==> src/rtl/core/rpb_pkg.sv <==
`default_nettype none

package rpb_pkg;

    // Field widths fixed by the word formats.
    localparam int RAND_W  = 12;
    localparam int CNT_W   = 6;
    localparam int SLOT_W  = 5;
    localparam int ENTRY_W = 8;
    localparam int STEP_W  = $clog2(RAND_W);

    localparam logic [ENTRY_W-1:0] EMPTY_MARK = 8'hFF;
    localparam logic [CNT_W-1:0]   TRACK_RESET = 6'd32;

    // Item kinds.
    localparam logic [1:0] KIND_CLEAR = 2'd0;
    localparam logic [1:0] KIND_DRAW  = 2'd1;
    localparam logic [1:0] KIND_READ  = 2'd2;

    typedef struct packed {
        logic [1:0]        kind;
        logic [RAND_W-1:0] random_value;
        logic [SLOT_W-1:0] slot_index;
    } item_t;

    typedef struct packed {
        logic [SLOT_W-1:0]  slot_written;
        logic [ENTRY_W-1:0] entry_value;
        logic               permutation_done;
        logic               draw_error;
    } result_t;

    // Commands from the sequencer to the slot table.
    typedef struct packed {
        logic clear;
        logic wr_en;
        logic rd_en;
    } tbl_ctl_t;

    typedef enum logic [2:0] {
        ST_IDLE,
        ST_COUNT,
        ST_DIV,
        ST_FIND,
        ST_READ,
        ST_EMIT
    } state_t;

endpackage

`default_nettype wire

==> src/rtl/core/rpb_table.sv <==
`default_nettype none

module rpb_table
    import rpb_pkg::*;
#(
    parameter int TABLE_DEPTH = 32
) (
    input  wire logic                           clk,
    input  wire logic                           rst_n,
    input  wire tbl_ctl_t                       ctl,
    input  wire logic [$clog2(TABLE_DEPTH)-1:0] wr_addr,
    input  wire logic [ENTRY_W-1:0]             wr_data,
    input  wire logic [$clog2(TABLE_DEPTH)-1:0] rd_addr,
    output logic      [ENTRY_W-1:0]             rd_data,
    output logic                                rd_filled,
    output logic      [TABLE_DEPTH-1:0]         filled
);

    logic [ENTRY_W-1:0]     mem [TABLE_DEPTH];
    logic [TABLE_DEPTH-1:0] filled_reg;
    logic [ENTRY_W-1:0]     rd_data_reg;
    logic                   rd_filled_reg;
    logic [TABLE_DEPTH-1:0] filled_next;

    // A slot counts as empty until written; a clear drops every filled bit at once.
    always_comb
    begin
        filled_next = filled_reg;
        if (ctl.clear)
        begin
            filled_next = '0;
        end
        else if (ctl.wr_en)
        begin
            filled_next[wr_addr] = 1'b1;
        end
    end

    always_ff @(posedge clk or negedge rst_n)
    begin
        if (!rst_n)
        begin
            filled_reg <= '0;
        end
        else
        begin
            filled_reg <= filled_next;
        end
    end

    // Entry storage with a registered read port.
    always_ff @(posedge clk)
    begin
        if (ctl.wr_en)
        begin
            mem[wr_addr] <= wr_data;
        end
        if (ctl.rd_en)
        begin
            rd_data_reg   <= mem[rd_addr];
            rd_filled_reg <= filled_reg[rd_addr];
        end
    end

    assign rd_data   = rd_data_reg;
    assign rd_filled = rd_filled_reg;
    assign filled    = filled_reg;

endmodule

`default_nettype wire

==> src/rtl/core/rpb_mod.sv <==
`default_nettype none

module rpb_mod
    import rpb_pkg::*;
(
    input  wire logic              clk,
    input  wire logic              rst_n,
    input  wire logic              start,
    input  wire logic [RAND_W-1:0] dividend,
    input  wire logic [CNT_W-1:0]  divisor,
    output logic                   done,
    output logic [CNT_W-1:0]       remainder
);

    logic               busy_reg;
    logic               done_reg;
    logic [STEP_W-1:0]  step_reg;
    logic [RAND_W-1:0]  dvd_reg;
    logic [CNT_W-1:0]   dvs_reg;
    logic [CNT_W-1:0]   rem_reg;
    logic [CNT_W:0]     trial;
    logic [CNT_W:0]     diff;
    logic [CNT_W-1:0]   rem_next;
    logic               last_step;

    // One restoring step per cycle: bring down the next dividend bit.
    always_comb
    begin
        trial = {rem_reg, dvd_reg[RAND_W-1]};
        diff  = trial - {1'b0, dvs_reg};
        if (trial >= {1'b0, dvs_reg})
        begin
            rem_next = diff[CNT_W-1:0];
        end
        else
        begin
            rem_next = trial[CNT_W-1:0];
        end
    end

    assign last_step = (step_reg == STEP_W'(RAND_W - 1));

    always_ff @(posedge clk or negedge rst_n)
    begin
        if (!rst_n)
        begin
            busy_reg <= 1'b0;
            done_reg <= 1'b0;
        end
        else
        begin
            done_reg <= busy_reg && last_step;
            if (start)
            begin
                busy_reg <= 1'b1;
            end
            else if (busy_reg && last_step)
            begin
                busy_reg <= 1'b0;
            end
        end
    end

    always_ff @(posedge clk)
    begin
        if (start)
        begin
            step_reg <= '0;
            dvd_reg  <= dividend;
            dvs_reg  <= divisor;
            rem_reg  <= '0;
        end
        else if (busy_reg)
        begin
            step_reg <= step_reg + STEP_W'(1);
            dvd_reg  <= {dvd_reg[RAND_W-2:0], 1'b0};
            rem_reg  <= rem_next;
        end
    end

    assign done      = done_reg;
    assign remainder = rem_reg;

    // The divisor is a count of empty slots and is never zero.
    property p_divisor_nonzero;
        @(posedge clk) disable iff (!rst_n)
        start |-> (divisor != '0);
    endproperty
    a_divisor_nonzero: assert property (p_divisor_nonzero)
        else $error("remainder unit started with a zero divisor");

    // The remainder always stays below the divisor.
    property p_rem_bound;
        @(posedge clk) disable iff (!rst_n)
        done |-> (rem_reg < dvs_reg);
    endproperty
    a_rem_bound: assert property (p_rem_bound)
        else $error("remainder not below divisor");

    // A new start never lands while a division is running.
    property p_no_restart;
        @(posedge clk) disable iff (!rst_n)
        busy_reg |-> !start;
    endproperty
    a_no_restart: assert property (p_no_restart)
        else $error("remainder unit restarted while busy");

endmodule

`default_nettype wire

==> src/rtl/core/random_permutation_builder.sv <==
`default_nettype none

// Channel   Valid         Stall          Word      Direction
// item      item_valid    item_stall     item      in  (clear, draw, read)
// result    result_valid  result_stall   result    out (one per item)
// config    track_count_we  -            track_count_wdata (6 bits)
//
// A clear or an unused kind goes straight to the emit state; a read passes through
// the read state for the registered table read. A draw makes one pass over the
// filled bits of the n = min(track_count, TABLE_DEPTH) active slots to count the empty
// ones, runs the bit-serial remainder unit, then a second pass finds the chosen slot.
// Reset empties every slot at once through its filled bit; track_count returns to 32.
// A new item is taken whenever the sequencer is idle, even with a result still held.
// A stalled result holds the sequencer in its emit state until the output register frees.

module random_permutation_builder
    import rpb_pkg::*;
#(
    parameter int TABLE_DEPTH = 32
) (
    input  wire logic             clk,
    input  wire logic             rst_n,
    input  wire logic             item_valid,
    output logic                  item_stall,
    input  wire item_t            item,
    output logic                  result_valid,
    input  wire logic             result_stall,
    output result_t               result,
    input  wire logic             track_count_we,
    input  wire logic [CNT_W-1:0] track_count_wdata
);

    localparam int AW = $clog2(TABLE_DEPTH);

    state_t                 state_reg, state_next;
    logic [CNT_W-1:0]       track_reg;
    logic [CNT_W-1:0]       placed_reg, placed_next;
    logic [RAND_W-1:0]      rnd_reg, rnd_next;
    logic [SLOT_W-1:0]      sidx_reg, sidx_next;
    logic [TABLE_DEPTH-1:0] snap_reg, snap_next;
    logic [CNT_W-1:0]       scan_reg, scan_next;
    logic [CNT_W-1:0]       empties_reg, empties_next;
    logic [CNT_W-1:0]       k_reg, k_next;
    result_t                pend_reg, pend_next;
    result_t                res_reg, res_next;
    logic                   res_valid_reg, res_valid_next;

    logic [CNT_W-1:0]       n_active;
    logic                   sidx_in_range;
    tbl_ctl_t               tbl_ctl;
    logic [AW-1:0]          tbl_rd_addr;
    logic [ENTRY_W-1:0]     tbl_rd_data;
    logic                   tbl_rd_filled;
    logic [TABLE_DEPTH-1:0] tbl_filled;
    logic                   mod_start;
    logic                   mod_done;
    logic [CNT_W-1:0]       mod_rem;
    logic                   out_take;

    // Number of slots taking part, saturated at the table depth.
    assign n_active = (32'(track_reg) > 32'(TABLE_DEPTH)) ? CNT_W'(TABLE_DEPTH) : track_reg;

    assign sidx_in_range = (32'(sidx_reg) < 32'(TABLE_DEPTH));
    assign tbl_rd_addr   = AW'(item.slot_index);
    assign out_take      = res_valid_reg && !result_stall;

    rpb_table #(
        .TABLE_DEPTH (TABLE_DEPTH)
    ) u_table (
        .clk       (clk),
        .rst_n     (rst_n),
        .ctl       (tbl_ctl),
        .wr_addr   (AW'(scan_reg)),
        .wr_data   ({2'b00, placed_reg}),
        .rd_addr   (tbl_rd_addr),
        .rd_data   (tbl_rd_data),
        .rd_filled (tbl_rd_filled),
        .filled    (tbl_filled)
    );

    rpb_mod u_mod (
        .clk       (clk),
        .rst_n     (rst_n),
        .start     (mod_start),
        .dividend  (rnd_reg),
        .divisor   (empties_reg),
        .done      (mod_done),
        .remainder (mod_rem)
    );

    // Sequencer: next state, table commands and the pending result word.
    always_comb
    begin
        state_next     = state_reg;
        placed_next    = placed_reg;
        rnd_next       = rnd_reg;
        sidx_next      = sidx_reg;
        snap_next      = snap_reg;
        scan_next      = scan_reg;
        empties_next   = empties_reg;
        k_next         = k_reg;
        pend_next      = pend_reg;
        res_next       = res_reg;
        res_valid_next = res_valid_reg && !out_take;
        tbl_ctl        = '0;
        mod_start      = 1'b0;
        item_stall     = (state_reg != ST_IDLE);

        case (state_reg)
            ST_IDLE:
            begin
                if (item_valid)
                begin
                    rnd_next  = item.random_value;
                    sidx_next = item.slot_index;
                    pend_next = '{slot_written: '0, entry_value: EMPTY_MARK,
                                  permutation_done: 1'b0, draw_error: 1'b0};
                    case (item.kind)
                        KIND_CLEAR:
                        begin
                            tbl_ctl.clear = 1'b1;
                            placed_next   = '0;
                            state_next    = ST_EMIT;
                        end
                        KIND_DRAW:
                        begin
                            snap_next    = tbl_filled;
                            scan_next    = '0;
                            empties_next = '0;
                            state_next   = ST_COUNT;
                        end
                        KIND_READ:
                        begin
                            tbl_ctl.rd_en = 1'b1;
                            state_next    = ST_READ;
                        end
                        default:
                        begin
                            state_next = ST_EMIT;
                        end
                    endcase
                end
            end

            // First pass: count the empty slots among the active ones.
            ST_COUNT:
            begin
                if (scan_reg == n_active)
                begin
                    if (empties_reg == '0)
                    begin
                        pend_next.draw_error = 1'b1;
                        state_next           = ST_EMIT;
                    end
                    else
                    begin
                        mod_start  = 1'b1;
                        state_next = ST_DIV;
                    end
                end
                else
                begin
                    if (!snap_reg[0])
                    begin
                        empties_next = empties_reg + CNT_W'(1);
                    end
                    snap_next = snap_reg >> 1;
                    scan_next = scan_reg + CNT_W'(1);
                end
            end

            // Wait for the random word reduced modulo the empty count.
            ST_DIV:
            begin
                if (mod_done)
                begin
                    k_next     = mod_rem;
                    snap_next  = tbl_filled;
                    scan_next  = '0;
                    state_next = ST_FIND;
                end
            end

            // Second pass: stop on the k-th empty slot and fill it.
            ST_FIND:
            begin
                if (!snap_reg[0] && (k_reg == '0))
                begin
                    tbl_ctl.wr_en = 1'b1;
                    placed_next   = placed_reg + CNT_W'(1);
                    pend_next     = '{slot_written: SLOT_W'(scan_reg),
                                      entry_value: {2'b00, placed_reg},
                                      permutation_done: (empties_reg == CNT_W'(1)),
                                      draw_error: 1'b0};
                    state_next    = ST_EMIT;
                end
                else
                begin
                    if (!snap_reg[0])
                    begin
                        k_next = k_reg - CNT_W'(1);
                    end
                    snap_next = snap_reg >> 1;
                    scan_next = scan_reg + CNT_W'(1);
                end
            end

            // Table read data arrives in the cycle after the request, from the registered read port.
            ST_READ:
            begin
                pend_next.slot_written = sidx_reg;
                if (sidx_in_range && tbl_rd_filled)
                begin
                    pend_next.entry_value = tbl_rd_data;
                end
                state_next = ST_EMIT;
            end

            // Hand the word to the output register once it is free.
            ST_EMIT:
            begin
                if (!res_valid_reg || !result_stall)
                begin
                    res_next       = pend_reg;
                    res_valid_next = 1'b1;
                    state_next     = ST_IDLE;
                end
            end

            default:
            begin
                state_next = ST_IDLE;
            end
        endcase
    end

    // Control registers.
    always_ff @(posedge clk or negedge rst_n)
    begin
        if (!rst_n)
        begin
            state_reg     <= ST_IDLE;
            placed_reg    <= '0;
            track_reg     <= TRACK_RESET;
            res_valid_reg <= 1'b0;
        end
        else
        begin
            state_reg     <= state_next;
            placed_reg    <= placed_next;
            res_valid_reg <= res_valid_next;
            if (track_count_we)
            begin
                track_reg <= track_count_wdata;
            end
        end
    end

    // Working and payload registers.
    always_ff @(posedge clk)
    begin
        rnd_reg     <= rnd_next;
        sidx_reg    <= sidx_next;
        snap_reg    <= snap_next;
        scan_reg    <= scan_next;
        empties_reg <= empties_next;
        k_reg       <= k_next;
        pend_reg    <= pend_next;
        res_reg     <= res_next;
    end

    assign result_valid = res_valid_reg;
    assign result       = res_reg;

    // The locate pass never runs past the active slots.
    property p_find_bound;
        @(posedge clk) disable iff (!rst_n)
        (state_reg == ST_FIND) |-> (scan_reg < n_active);
    endproperty
    a_find_bound: assert property (p_find_bound)
        else $error("slot search ran past the active slots");

    // A division is only under way with at least one empty slot.
    property p_div_nonzero;
        @(posedge clk) disable iff (!rst_n)
        (state_reg == ST_DIV) |-> (empties_reg != '0);
    endproperty
    a_div_nonzero: assert property (p_div_nonzero)
        else $error("division entered with no empty slot");

    // The remainder unit reports only while the sequencer waits for it.
    property p_mod_done_state;
        @(posedge clk) disable iff (!rst_n)
        mod_done |-> (state_reg == ST_DIV);
    endproperty
    a_mod_done_state: assert property (p_mod_done_state)
        else $error("remainder result outside the division wait");

    // A table write always lands on a slot that was empty.
    property p_write_empty;
        @(posedge clk) disable iff (!rst_n)
        tbl_ctl.wr_en |-> !snap_reg[0];
    endproperty
    a_write_empty: assert property (p_write_empty)
        else $error("draw wrote a filled slot");

endmodule

`default_nettype wire

==> config.mk <==
export PLATFORM = sky130hd
export DESIGN_NAME = random_permutation_builder
export DESIGN_NICKNAME = d
export VERILOG_FILES = /design/src/rtl/core/rpb_pkg.sv /design/src/rtl/core/rpb_table.sv /design/src/rtl/core/rpb_mod.sv /design/src/rtl/core/random_permutation_builder.sv
export SDC_FILE = /design/constraint.sdc
export NUM_CORES = 1
export LEC_CHECK = 0
export BUFFER_PORTS_ARGS = -buffer_cell sky130_fd_sc_hd__buf_2
export CORE_ASPECT_RATIO = 0.75
export CORE_UTILIZATION = 30
export CTS_CLUSTER_SIZE = 12
export DETAILED_ROUTE_END_ITERATION = 8
export PLACE_DENSITY_LB_ADDON = 0.3
export SKIP_LAST_GASP = 1
export SLEW_MARGIN = 20
export SYNTH_ARGS = -nofsm -noshare
export SYNTH_HDL_FRONTEND = slang
export SYNTH_SLANG_ARGS = --single-unit
==> constraint.sdc <==
create_clock -name clk -period 6.1 [get_ports clk]
set_input_delay 0.305 -clock clk [delete_from_list [all_inputs] [get_ports clk]]
set_output_delay 0.305 -clock clk [all_outputs]
set_load 0.01 [all_outputs]
==> results.md, run 1 <==
- The flow ran to the end, and the final reports show no timing, DRC or antenna violations.
- After detailed routing, the average wire length per cell comes to between 20 and 25 um.
- The register-to-register setup slack is ~2500 ps.
- The wire-length estimate of the detail-placed layout is roughly 23000 um.
- The first global-routing pass estimated 54900 um of wire.
- The final weighted congestion of routability-driven global placement is 0.823.
- The register bit count reported by yosys is roughly 370.
- Setup repair after global routing left no endpoint under its margin.
- The buffer cell driving the clock tree root is sky130_fd_sc_hd__clkbuf_16.
- Sorting the synthesized cells by area gives the leading types as sky130_fd_sc_hd__edfxtp_1 (61%), sky130_fd_sc_hd__mux4_2 (8.3%), sky130_fd_sc_hd__dfrtp_1 (8.0%), sky130_fd_sc_hd__nand2_1 (3.1%), sky130_fd_sc_hd__mux2_2 (2.8%).
- Summed over all layers, the routed wires come to roughly 37000 um.
- The area growth from synthesis to layout is 15.0%.
- At the pin with the least slew margin, the transition time is roughly 1000 ps.
- The clock arrives with approximately 23 ps of skew.
- The per-cell via count in the routed design is just under 5.
- The combined global-route utilization of all metal layers is roughly 14%.
- The biggest area contributor in the post-synthesis netlist is sky130_fd_sc_hd__edfxtp_1.
- The insertion delay of the later-clocked pin in the worst-skew pair is 550 ps.
- For the worst setup path, the data arrival time is 3820 ps.
- The number of filler instances in the final layout is approximately 4700.
- The worst relative slew slack is ~30%.
- CTS saw approximately 370 sinks.
- The initial cell density of the core is between 30 and 40%.
- The startpoint type of the worst setup path is a register.
- Synthesis produced a netlist whose cell count is approximately 960.
- The max-capacitance violation count is 0.
- For this design the static power due to leakage is approximately 6.2 nW.
- Setup total negative slack on the finished layout was measured at 0 ps.
- The number of distinct library cells after synthesis is 55.
- The number of iterations in the first detailed-routing pass is 5.
- In this run, placement finished with an instance count of between 1500 and 2000.
- The post-route fraction of the period consumed by the critical path is 59.6%.
- The count of endpoints failing hold in the final timing report is 0.
- The number of placement rows is approximately 70.
- Clock-pin slew was measured on the worst setup and hold paths at 60 ps.
- The post-synthesis async set-or-reset flop share is a little over an eighth.
- The number of setup buffers added after CTS is 0.
- The standard cell core area is 0.0502 mm2.
- The H-tree level count is 2.
- Counting flops with a built-in enable in the synthesized netlist gives approximately 310.
- Measured along the x axis, the die boundary spans 263 um.
- The initial antenna violation count came to 0.
- In this run the mean area of a mapped cell was 16.0 um2.
- Among all cell types in the netlist, the one instantiated most often is sky130_fd_sc_hd__edfxtp_1.
- The via count is 8393.
- The number of setup violations in the final report is 0.
- The pin count of the biggest net entering global routing is 58.
- In the synthesized netlist the dominant register cell turns out to be sky130_fd_sc_hd__edfxtp_1.
- Before CTS, the worst setup slack after placement is between 2000 and 2500 ps.
- Once detail routing completed, the nets flagged for antenna violations numbered 0.
- In the final layout, the share of cells above drive strength 1 is 20.9%.
- For this block, the initial DRC count from the detailed router was approximately 740.
- Measured along the y axis, the die boundary spans 197 um.
- The highest ir drop seen on vdd is about 0.23 mV.
- When the netlist entered floorplanning its net count stood at ~1000.
- The critical path is of the reg -> reg type.
- The cell area after technology mapping is 0.0153 mm2.
- Sequential elements use approximately 71% of the synthesized area.
- The peak clock frequency supported by timing is around 0.27 GHz.
- The top-area cell type share of the netlist area is between 60% and 70%.
- The I/O pin count is 47.
- The die outline area is approximately 0.052 mm2.
- The kind of end point of the critical path is a register.
- TritonCTS built the clock tree.
- The number of buffers on the longest clock path is 3.
- The number of global-route vias before repair came to roughly 8600.
- After detailed routing, the number of remaining DRC violations is 0.
- After routing the design area is roughly 0.018 mm2.
- Yosys printed 0 warnings.
- TritonCTS created 38 clock buffers.
- The worst hold-check slack is between 40 and 50 ps.
- The remaining global-route overflow is 0.
- Summing all placed instances gives a cell area of approximately 0.016 mm2.
- The net count of the finished layout is 1069.
- Once layout is complete, the cells apart from fillers number between 1500 and 2000.
- For the worst setup path, the data required time is 6280 ps.
- The commonest cells after synthesis are sky130_fd_sc_hd__edfxtp_1 (312), sky130_fd_sc_hd__nand2_1 (126), sky130_fd_sc_hd__nor2_1 (80), sky130_fd_sc_hd__mux4_2 (56), sky130_fd_sc_hd__dfrtp_1 (49).
- The max-slew violation count came to 0.
- The maximum fanout count along the critical path is 22.
- Port buffering added 46 buffers.
- The number of flip-flops under the largest register name is approximately 190.
- In this run the worst hold path is classified as in -> reg.
- After layout, the worst setup slack is between 2000 and 2500 ps.
- After layout, the minimum clock period comes to 3640 ps.
- For this design the ratio of total power to cell area is around 420 mW/mm2.
-- per-stage QoR --
step / util (%) / power (mW)
final: 35.0 / 7.42
after global routing: 35.0 / 7.80
after CTS: 35.0 / 7.51
after detailed placement: 32.3 / 5.27
after global placement: 32.3 / 5.26
after floorplan: - / 4.66
-- layout make-up --
| class | count | area (um2) | area share (%) |
|---|---|---|---|
| Inverter | 22 | 82.6 | 0.470 |
| Tap cell | 657 | 822 | 4.68 |
| Antenna cell | 1 | 2.50 | 0.0142 |
| Sequential cell | 372 | 10800 | 61.6 |
| Clock buffer | 64 | 1090 | 6.20 |
| Clock inverter | 6 | 76.3 | 0.434 |
| Timing Repair Buffer | 72 | 473 | 2.69 |
| Multi-Input combinational cell | 516 | 4190 | 23.9 |
-- routing by layer --
| metal | up-vias | GRT usage [%] | share of wire (%) |
|---|---|---|---|
| met2 | 244 | 21.8 | 44 |
| met4 | 0 | 3.94 | 2.0 |
| met1 | 4357 | 20.3 | 47 |
| met5 | - | 0 | 0 |
| met3 | 52 | 3.57 | 7.2 |
| li1 | 3740 | - | - |
-- cell families after synthesis --
kind of cell,count (synthesis),share of synthesized area (%)
compound gates,106,5.00
buf+inv,67,1.79
fa+ha+maj,17,1.44
mux,103,11.9
simple gates,263,7.51
xor+xnor,27,1.55
flops,372,70.8
-- where the power goes --
group | leakage [nW] | switching [mW] | total, mW | internal, mW
registers | 3.64 | 0.512 | 3.94 | 3.43
logic | 2.00 | 0.807 | 1.27 | 0.462
clock network | 0.559 | 0.944 | 2.21 | 1.26
-- worst max-delay path, cell delays in order, from the launching register on --
cell                       delay [ps]
sky130_fd_sc_hd__dfrtp_1          530
sky130_fd_sc_hd__nand3b_1         720
sky130_fd_sc_hd__nor3_2           780
sky130_fd_sc_hd__nand2_1          600
sky130_fd_sc_hd__nor2_1           660
-- worst paths after layout --
kind,from,to,cells after the start
hold / removal,track_count_wdata[4],track_reg[4],2
max in group asynchronous,rst_n,placed_reg[5],3
hold reg to reg,pend_reg[0],result[0],0
setup / recovery,state_reg[2],u_table.mem[8][1],4
min in group asynchronous,rst_n,u_table.filled[0],3
setup reg to reg,state_reg[2],u_table.mem[8][1],4
-- repair_timing --
item                      4_1_cts  5_1_grt
hold endpoints to repair       44        0
resized for setup               0        0
hold buffers                   18        0
-- cells in the final DEF, fill, tap and decap left out, types with 22 or more instances in the layout --
cell / n
sky130_fd_sc_hd__edfxtp_1: 312
sky130_fd_sc_hd__nand2_1: 126
sky130_fd_sc_hd__dfrtp_1: 43
sky130_fd_sc_hd__clkbuf_16: 39
sky130_fd_sc_hd__nor2_1: 80
sky130_fd_sc_hd__buf_2: 45
sky130_fd_sc_hd__mux4_2: 56
sky130_fd_sc_hd__clkbuf_1: 23
sky130_fd_sc_hd__o21a_1: 34
sky130_fd_sc_hd__inv_1: 22
sky130_fd_sc_hd__mux2_2: 38
Power figures use the tool's default switching activity.
==> inputs of run 2 (changes only) <==
Settings changed: ABC_AREA set to 1.
Clock period 6.1 ns to 3.1 ns, I/O delays scaled along.
==> run 2 against run 1 <==
Final cell count is 39% higher. Flip-flop and latch count stayed put. Area after synthesis increased by 6.0%. Non-clock buffer count is 40 higher. Worst hold slack better by 29 ps. Utilization is 0.41 points higher. Maximum frequency increased by 46%. Die area grew 5.9%. Clock power is 110% higher. Synthesized cell count increased by 63%. First-iteration DRC count is 45% higher. Register-to-register slack worse by 1900 ps.
==> results.md, run 2 <==
- The placement-stage cell area is 0.0172 mm2 (was 0.0162 mm2).
- The cell count after synthesis is 1556 (was 955).
- The post-synthesis sequential area ratio is 66.8% (was 70.8%).
- The startpoint of the most critical hold path is item_valid (was track_count_wdata[4]).
- The maximum fanout count along the critical path is 7 (was 22).
- The count of antenna-violating nets left after detailed routing was 0 (unchanged).
- Cells along the critical path: inv_1 -> ha_1 -> nand3_1 -> nor3_2 -> nand2_2 -> clkinv_2 -> nand2_1 -> nor2_1 (was nand3b_1 -> nor3_2 -> nand2_1 -> nor2_1).
- The total DRC errors in the routed layout was 0 (unchanged).
- The remaining global-route overflow is 0 (unchanged).
- The number of setup violations in the final report came to 0 (unchanged).
- The register bit count reported by yosys is 372 (unchanged).
- The insertion delay of the later-clocked pin in the worst-skew pair is 550 ps (about the same).
- The leakage power figure came to 7.35 nW (was 6.21 nW).
- The final weighted congestion of routability-driven global placement is 0.849 (was 0.823).
- The chip height is 203 um (was 197 um).
- The top-area cell type share of the netlist area is 57.9% (was 61.3%).
- The number of instances in the placed design is 2277 (was 1621).
- The startpoint type of the worst setup path is a register (unchanged).
- The worst clock skew is 29.2 ps (was 23.1 ps).
- The peak clock frequency supported by timing is 0.401 GHz (was 0.275 GHz).
- The number of buffers created by CTS came to 40 (was 38).
- The clock tree from TritonCTS is yes (unchanged).
- The net count after synthesis is 1603 (was 1002).
- The register clock-pin slew on the reported worst setup and hold paths is 60 ps (about the same).
- Top cells by count, synth: sky130_fd_sc_hd__nand2_1 (455), sky130_fd_sc_hd__edfxtp_1 (312), sky130_fd_sc_hd__nand3_1 (231), sky130_fd_sc_hd__inv_1 (111), sky130_fd_sc_hd__o21ai_0 (110) (was sky130_fd_sc_hd__edfxtp_1 (312), sky130_fd_sc_hd__nand2_1 (126), sky130_fd_sc_hd__nor2_1 (80), sky130_fd_sc_hd__mux4_2 (56), sky130_fd_sc_hd__dfrtp_1 (49)).
- The initial antenna violation count came to 1 (was 0).
- The cell area after technology mapping is 0.0162 mm2 (was 0.0153 mm2).
- The endpoint of the lowest-slack register-to-register path was u_table.mem[19][5] (was u_table.mem[8][1]).
- The area growth from synthesis to layout is 16.3% (was 15.0%).
- The total detailed-routing wirelength is 41700 um (was 36800 um).
- The cell type of the slowest stage on the worst timing path was sky130_fd_sc_hd__nor2_1 (was sky130_fd_sc_hd__nor3_2).
- The worst slack after detailed placement is 569 ps (was 2440 ps).
- The highest ir drop seen on vdd is 0.445 mV (was 0.230 mV).
- The number of flip-flops under the largest register name is 192 (unchanged).
- The fraction of final layout cells with drive strength greater than 1 is 9.63% (was 20.9%).
- The number of hold-repair buffers added at the cts stage was 32 (was 18).
- The worst hold path endpoint is sidx_reg[1] (was track_reg[4]).
- The horizontal extent of the die is 270 um (was 263 um).
- The max-slew violation count is 0 (unchanged).
- Outcome: finished clean (unchanged).
- The number of placement rows is 73 (was 71).
- The most instantiated library cell after synthesis is sky130_fd_sc_hd__nand2_1 (was sky130_fd_sc_hd__edfxtp_1).
- The kind of cell adding the most delay to the critical path is simple AND/OR/NAND/NOR gates (unchanged).
- The count of endpoints failing hold in the final timing report is 0 (unchanged).
- The overall power after layout is 15.2 mW (was 7.42 mW).
- The number of distinct library cells after synthesis is 39 (was 55).
- The count of flip-flops with a built-in enable after synthesis is 312 (unchanged).
- The number of global-route vias before repair is 11200 (was 8556).
- The critical path required time is 3290 ps (was 6280 ps).
- Setup repair after global routing missed its margin: no (unchanged).
- The sum of negative setup slack is 0 ps (unchanged).
- Biggest area contributors in the synthesized netlist: sky130_fd_sc_hd__edfxtp_1 (58%), sky130_fd_sc_hd__nand2_1 (11%), sky130_fd_sc_hd__dfrtp_1 (7.6%), sky130_fd_sc_hd__nand3_1 (7.1%), sky130_fd_sc_hd__o21ai_0 (3.4%) (was sky130_fd_sc_hd__edfxtp_1 (61%), sky130_fd_sc_hd__mux4_2 (8.3%), sky130_fd_sc_hd__dfrtp_1 (8.0%), sky130_fd_sc_hd__nand2_1 (3.1%), sky130_fd_sc_hd__mux2_2 (2.8%)).
- The kind of end point of the critical path is a register (unchanged).
- The pin count of the biggest net entering global routing is 79 (was 58).
- The die outline area is 0.0549 mm2 (was 0.0518 mm2).
- The number of buffers on the longest clock path is 3 (unchanged).
- The net count of the finished layout is 1686 (was 1069).
- The signal arrival time at the worst endpoint is 2680 ps (was 3820 ps).
- The critical path start-end classification is reg -> reg (unchanged).
- The worst hold-check path type is in -> reg (unchanged).
- The post-synthesis async set-or-reset flop share is 13.4% (unchanged).
- The share of the core filled with cells in the final layout is 35.4% (was 35.0%).
- The register-to-register setup slack came to 600 ps (was 2460 ps).
- The combined global-route utilization of all metal layers is 15.4% (was 14.3%).
- The DRC marker count from the first detailed-route iteration is 1066 (was 736).
- The synthesis warning total is 0 (unchanged).
- The beginning of the worst register-to-register path is k_reg[0] (was state_reg[2]).
- The H-tree level count is 2 (unchanged).
- The worst-case reg-to-reg path depth is 8 (was 4).
- The slew of the pin with the lowest slew margin is 787 ps (was 1020 ps).
- The worst relative slew slack was 47.5% (was 30.2%).
- The total half-perimeter wirelength after legalization and detailed placement is 27600 um (was 22800 um).
- The final non-filler cell total was 2384 (was 1710).
- The number of setup buffers added after CTS is 0 (unchanged).
- The I/O pin count came to 47 (unchanged).
- The number of cells traversed by the worst hold path was 3 (was 2).
- The per-cell via count in the routed design is 4.78 (was 4.91).
- Most frequent cells in the layout: sky130_fd_sc_hd__nand2_1 (455), sky130_fd_sc_hd__edfxtp_1 (312), sky130_fd_sc_hd__nand3_1 (231) (was sky130_fd_sc_hd__edfxtp_1 (312), sky130_fd_sc_hd__nand2_1 (126), sky130_fd_sc_hd__nor2_1 (80)).
- The first-pass GRT wire length is 65000 um (was 54900 um).
- The post-route fraction of the period consumed by the critical path is 80.5% (was 59.6%).
- The TritonCTS sink count is 372 (unchanged).
- The post-synthesis area per instance is 10.4 um2 (was 16.0 um2).
- The number of buffers inserted by port buffering is 46 (unchanged).
- The most common cell after layout, fill and taps aside is sky130_fd_sc_hd__nand2_1 (was sky130_fd_sc_hd__edfxtp_1).
- The maximum cell stage delay along the critical path came to 490 ps (was 780 ps).
- The worst hold-check slack is 75.0 ps (was 46.2 ps).
- The average wire length per cell after detail routing is 17.5 um (was 21.5 um).
- The top cell type by total area after synthesis is sky130_fd_sc_hd__edfxtp_1 (unchanged).
- The standard cell core area is 0.0532 mm2 (was 0.0502 mm2).
- The number of iterations in the first detailed-routing pass is 5 (unchanged).
- The minimum clock period after layout is 2500 ps (was 3640 ps).
- The power per standard cell area came to 807 mW/mm2 (was 422 mW/mm2).
- The initial cell density of the core came to 30.5% (was 30.4%).
- The max-capacitance violation count is 0 (unchanged).
- The worst path buffer plus inverter count is 2 (was 0).
- The number of gates resized after CTS is 0 (unchanged).
- The most common flop cell mapped by yosys is sky130_fd_sc_hd__edfxtp_1 (unchanged).
- The final setup slack of the worst path is 604 ps (was 2460 ps).
- The post-route cell area came to 0.0188 mm2 (was 0.0176 mm2).
- The buffer cell driving the clock tree root was sky130_fd_sc_hd__clkbuf_16 (unchanged).
- The via count came to 11400 (was 8393).
-- run 2: tightest hold or removal path, stage by stage --
cell	delay [ps]
sky130_fd_sc_hd__buf_2	90
sky130_fd_sc_hd__inv_1	110
sky130_fd_sc_hd__nor2_4	90
-- run 2: worst max-delay path by stage --
| stage | start | endpoint | slack [ps] | cells after the start |
|---|---|---|---|---|
| after floorplan | scan_reg[2] | scan_reg[0] | 160 | 10 |
| after global placement | k_reg[0] | u_table.mem[19][2] | 650 | 8 |
| after detailed placement | k_reg[0] | u_table.mem[19][3] | 570 | 8 |
| after CTS | k_reg[0] | u_table.mem[19][4] | 570 | 8 |
| after global routing | k_reg[0] | u_table.mem[9][1] | 390 | 8 |
| final | k_reg[0] | u_table.mem[19][5] | 600 | 8 |
-- run 2: cell families after synthesis --
group / count (synthesis) / synth area share [%]
compound gates: 157 / 4.92
simple gates: 809 / 21.4
mux: 1 / 0.0696
buf+inv: 193 / 4.98
fa+ha+maj: 17 / 1.36
xor+xnor: 7 / 0.379
flops: 372 / 66.8
-- run 2: layer usage --
layer | vias to the layer above | GRT usage [%] | share of wire, %
met3 | 67 | 3.19 | 7.6
met5 | - | 0 | 0.022
li1 | 5477 | - | -
met2 | 365 | 22.8 | 42
met1 | 5490 | 22.6 | 48
met4 | 2 | 4.70 | 2.3
-- run 2: area by class of cell --
type / count / area (um2)
inverter: 122 / 459
multi-input combinational: 991 / 4570
antenna: 1 / 2.50
clock buffer: 62 / 1140
timing repair buffer: 112 / 821
sequential: 372 / 10800
fill: 5273 / 34300
tap: 712 / 891
clock inverter: 12 / 123
-- run 2: power breakdown --
| group | leakage (nW) | switching, mW | internal (mW) |
|---|---|---|---|
| registers | 3.60 | 0.480 | 6.70 |
| clock network | 0.613 | 1.91 | 2.70 |
| logic | 3.14 | 2.45 | 0.951 |
